==> src/rtl/cht_pkg.sv <==
`timescale 1ns / 1ps
`default_nettype none
// ----------------------------------------------------------------------------
// cht_pkg
// shared types, sizes and constants of the chained hash table unit
// ----------------------------------------------------------------------------
package cht_pkg;

   // table geometry
   localparam int BUCKETS   = 64;
   localparam int NODES     = 256;
   localparam int KEY_WIDTH = 16;   // used low bits of the key field, at most the field width

   // fixed field widths
   localparam int KEY_FIELD_W = 16;
   localparam int CMP_W       = 9;
   localparam int CSR_W       = 7;

   // derived sizes
   localparam int BKT_W      = (BUCKETS > 1) ? $clog2(BUCKETS) : 1;
   localparam int DIV_W      = $clog2(BUCKETS + 1);
   localparam int NODE_AW    = $clog2(NODES);
   localparam int NODE_IW    = $clog2(NODES + 1);   // node index incl. the end-of-chain value
   localparam int MOD_STEPS  = (KEY_WIDTH + 1) / 2; // two quotient bits per cycle
   localparam int KEY_PAD_W  = 2 * MOD_STEPS;
   localparam int MOD_CNT_W  = $clog2(MOD_STEPS + 1);

   localparam logic [NODE_IW-1:0] NIL_NODE  = NODE_IW'(NODES);
   localparam logic [CMP_W-1:0]   CMP_MAX   = {CMP_W{1'b1}};
   localparam logic [CSR_W-1:0]   BUCKET_COUNT_RESET = CSR_W'(10);

   // operation codes
   localparam logic OP_INSERT = 1'b0;
   localparam logic OP_SEARCH = 1'b1;

   typedef struct packed {
      logic                   cmd;
      logic [KEY_FIELD_W-1:0] key;
   } req_payload_type;

   typedef struct packed {
      logic             found;
      logic [CMP_W-1:0] comparisons;
      logic             status;
   } rsp_payload_type;

   // controller to datapath
   typedef struct packed {
      logic load;
      logic head_rd;
      logic set_full;
      logic ins_commit;
      logic walk_init;
      logic node_rd;
      logic node_cmp;
      logic out_load;
   } cht_cmd_type;

   // datapath to controller
   typedef struct packed {
      logic mod_busy;
      logic is_search;
      logic pool_full;
      logic walk_end;
      logic key_match;
      logic rsp_free;
   } cht_status_type;

endpackage
`default_nettype wire

==> src/rtl/cht_ctrl.sv <==
`timescale 1ns / 1ps
`default_nettype none
// ----------------------------------------------------------------------------
// cht_ctrl
// sequencer for hash, head lookup, insert and chain walk
// ----------------------------------------------------------------------------
module cht_ctrl
   import cht_pkg::*;
(
   input  wire logic           clock,
   input  wire logic           reset,
   input  wire logic           req_valid,
   output logic                req_ready,
   input  wire cht_status_type sts,
   output cht_cmd_type         cmd
);

   localparam logic [2:0] S_IDLE = 3'd0;
   localparam logic [2:0] S_MOD  = 3'd1;
   localparam logic [2:0] S_HEAD = 3'd2;
   localparam logic [2:0] S_WALK = 3'd3;
   localparam logic [2:0] S_NODE = 3'd4;
   localparam logic [2:0] S_DONE = 3'd5;

   logic [2:0] state_ff, state_in;

   always_comb begin
      state_in  = state_ff;
      cmd       = '0;
      req_ready = 1'b0;
      case (state_ff)
         S_IDLE: begin
            req_ready = 1'b1;
            if (req_valid) begin
               cmd.load = 1'b1;
               state_in = S_MOD;
            end
         end
         S_MOD: begin
            if (!sts.mod_busy) begin
               cmd.head_rd = 1'b1;
               state_in    = S_HEAD;
            end
         end
         S_HEAD: begin
            if (sts.is_search) begin
               cmd.walk_init = 1'b1;
               state_in      = S_WALK;
            end else if (sts.pool_full) begin
               cmd.set_full = 1'b1;
               state_in     = S_DONE;
            end else begin
               cmd.ins_commit = 1'b1;
               state_in       = S_DONE;
            end
         end
         S_WALK: begin
            if (sts.walk_end) begin
               state_in = S_DONE;
            end else begin
               cmd.node_rd = 1'b1;
               state_in    = S_NODE;
            end
         end
         S_NODE: begin
            cmd.node_cmp = 1'b1;
            state_in     = sts.key_match ? S_DONE : S_WALK;
         end
         S_DONE: begin
            if (sts.rsp_free) begin
               cmd.out_load = 1'b1;
               state_in     = S_IDLE;
            end
         end
         default: begin
            state_in = S_IDLE;
         end
      endcase
   end

   always_ff @(posedge clock) begin
      if (reset) begin
         state_ff <= S_IDLE;
      end else begin
         state_ff <= state_in;
      end
   end

endmodule
`default_nettype wire

==> config.mk <==
export PLATFORM = sky130hd
export DESIGN_NAME = cht_ctrl
export DESIGN_NICKNAME = d
export VERILOG_FILES = /design/src/rtl/cht_pkg.sv /design/src/rtl/cht_ctrl.sv
export SDC_FILE = /design/constraint.sdc
export NUM_CORES = 1
export LEC_CHECK = 0
export ABC_AREA = 1
export BUFFER_PORTS_ARGS = -buffer_cell sky130_fd_sc_hd__buf_2
export CORE_AREA = 3 3 40 42
export CTS_BUF_LIST = sky130_fd_sc_hd__clkbuf_4 sky130_fd_sc_hd__clkbuf_8
export DETAILED_ROUTE_END_ITERATION = 8
export DIE_AREA = 0 0 43 45
export GPL_TIMING_DRIVEN = 0
export PLACE_DENSITY_LB_ADDON = 0.05
export RECOVER_POWER = 25
export SKIP_CTS_REPAIR_TIMING = 1
export SLEW_MARGIN = 10
export SYNTH_ARGS = -nofsm -noshare
export SYNTH_HDL_FRONTEND = slang
export SYNTH_SLANG_ARGS = --single-unit
==> constraint.sdc <==
create_clock -name clock -period 1.9 [get_ports clock]
set_input_delay 0.38 -clock clock [delete_from_list [all_inputs] [get_ports clock]]
set_output_delay 0.38 -clock clock [all_outputs]
set_load 0.005 [all_outputs]
==> results.cfg <==
[status]
status = finished clean

[yosys]
netlist.area_leader.share = 0.240
avgSynthCellArea_um2 = 5.32
ys_ff_latch = 3
yosys.area.top_type = dfxtp_1
ys.warnings.count = 0
synth.distinct_cells = 11
syn_nets = 56
seq_area_frac_synth = 0.240
synth_area_um2 = 250
ys_async_sr_fraction = 0
synth_area_leaders = dfxtp_1, inv_1, nor2_1
synth-main-ff-cell = dfxtp_1
syn_inst = 47
ys_top_cells_by_count = inv_1, nor2_1, nand2_1
synth_edf_count = 0

[timing]
period_minus_slack_ns = 1.61
finClkSkew_ns = 0.00103
min_period_over_period = 0.845
finalHoldViolCount = 0
finalSetupTns_ns = 0
timing.fmax_mhz = 623
maxSlewHeadroom = 0.860
rsz0062_at_grt = no
final_max_slew_viol_count = 0
setup_viol = 0
tightest_slew_ns = 0.209

[clock_network]
cts_root_buffer = clkbuf_4
clk_pin_slew_ns = 0.04
htreeDepth = 1
clock_latency_ns = 0.23
numCtsBuffers = 3
tritoncts = yes
clk_path_buf_depth = 2
cts_sinks = 3

[cells_and_area]
fin_cells = 83
postLayoutCellArea_um2 = 384
drive_gt1_frac = 0.309
n_antenna_cell = 0
area_growth_pct = 53.5
largest_register_ffs = 3
post-route-util = 0.299
top_register = state_ff
nets = 78
top_regs = state_ff x3
n_fill_cell = 149

[power]
vdd_drop_max_mv = 0.490
p_leak_nw = 0.261
pwr_density_cell_nw_per_um2 = 1100
finalPower_mw = 0.423

[place]
dpl.cell_count = 79
place.gp.congestion = 0.674
placed_area_um2 = 354
io_buffers = 17
hpwl_um = 602

[grt]
grt_overflow = 0
grt_use_total = 0.0732
top_usage_layer = met2
grt_max_degree = 8
use_met2 = 0.114
met1_usage = 0.0887
grt_pass1_vias = 274
antenna_found_initial = 0
grt_util_met3 = 0.0398
grt_pass1_wl_um = 1060

[floorplan]
core-area_um2 = 1280
die_area_um2 = 1940
start_util = 0.195
rows = 13
die_w_um = 43
die_y_um = 45
io_pins = 18

[routing]
drtPass1Iterations = 4
routed_wl_um = 711
viasPerCell = 4.11
num_vias = 341
drcViolationCount = 0
drt_iter0_markers = 4
ant_nets = 0
wl_per_cell_um = 8.57

[min_path]
hold_class = in2reg

[critical_path]
cp-end-kind = output port
arrival_ns = 1.23
cp-start-kind = flop
critPathMaxFanout = 6
crit_required_ns = 1.52
reg2reg_slack_ns = 0.74
critPathKind = reg2out

[run]
drv_cap = 0
[where the power goes]
group          internal [mW]  switching [mW]  leakage (nW)
registers             0.0818          0.0250        0.0246
logic                 0.0815           0.110         0.218
clock network         0.0929          0.0320        0.0184
[placed cells by master (no fill, tap or decap)]
master / netlist / final
nand3_1: 5 / 5
o21ai_0: 2 / 2
a21oi_1: 1 / 1
nand2_1: 8 / 8
nand4_1: 3 / 3
nand3b_1: 1 / 1
buf_2: 0 / 17
inv_1: 11 / 12
clkbuf_4: 0 / 4
nor2_1: 11 / 11
dfxtp_1: 3 / 3
o21bai_1: 1 / 1
[stage by stage]
stage	hold WS [ns]	setup WS [ns]
after floorplan	0.449	0.763
after global placement	0.577	0.560
after detailed placement	0.572	0.581
after CTS	0.324	0.317
after global routing	0.322	0.194
final	0.336	0.294
[critical path, stage by stage (launching register included)]
cell      delay [ns]
dfxtp_1         0.33
inv_1           0.14
nand3b_1        0.15
inv_1           0.10
nand2_1         0.08
nor2_1          0.09
buf_2           0.11
[metal layers]
layer	up-vias	routed length [um]
li1	190	-
met1	136	342
met2	15	297
met3	0	71
met4	0	0
met5	-	0
[area by class of cell]
type	count	area, um2	share of cell area
clock buffer	4	30.0	0.0782
tap	15	18.8	0.0489
multi-input combinational	32	145	0.378
sequential	3	60.1	0.156
inverter	12	45.0	0.117
timing repair buffer	17	85.1	0.221
[worst paths after layout]
kind | from | endpoint | cells after the start
min reg2reg | state_ff[1]$_SDFFE_PP0P_ | state_ff[0]$_SDFFE_PP0P_ | 4
max | state_ff[2]$_SDFFE_PP0P_ | cmd[4] | 6
min | reset | state_ff[0]$_SDFFE_PP0P_ | 2
max reg2reg | state_ff[2]$_SDFFE_PP0P_ | state_ff[2]$_SDFFE_PP0P_ | 7
[logic make-up after synthesis]
group / Yosys count / synth area share
AO/OA/AOI/OAI: 4 / 0.0900
buffers and inverters: 12 / 0.180
flip-flops: 3 / 0.240
AND/OR/NAND/NOR: 28 / 0.490
Note: power is estimated with default switching activity, not from simulation.
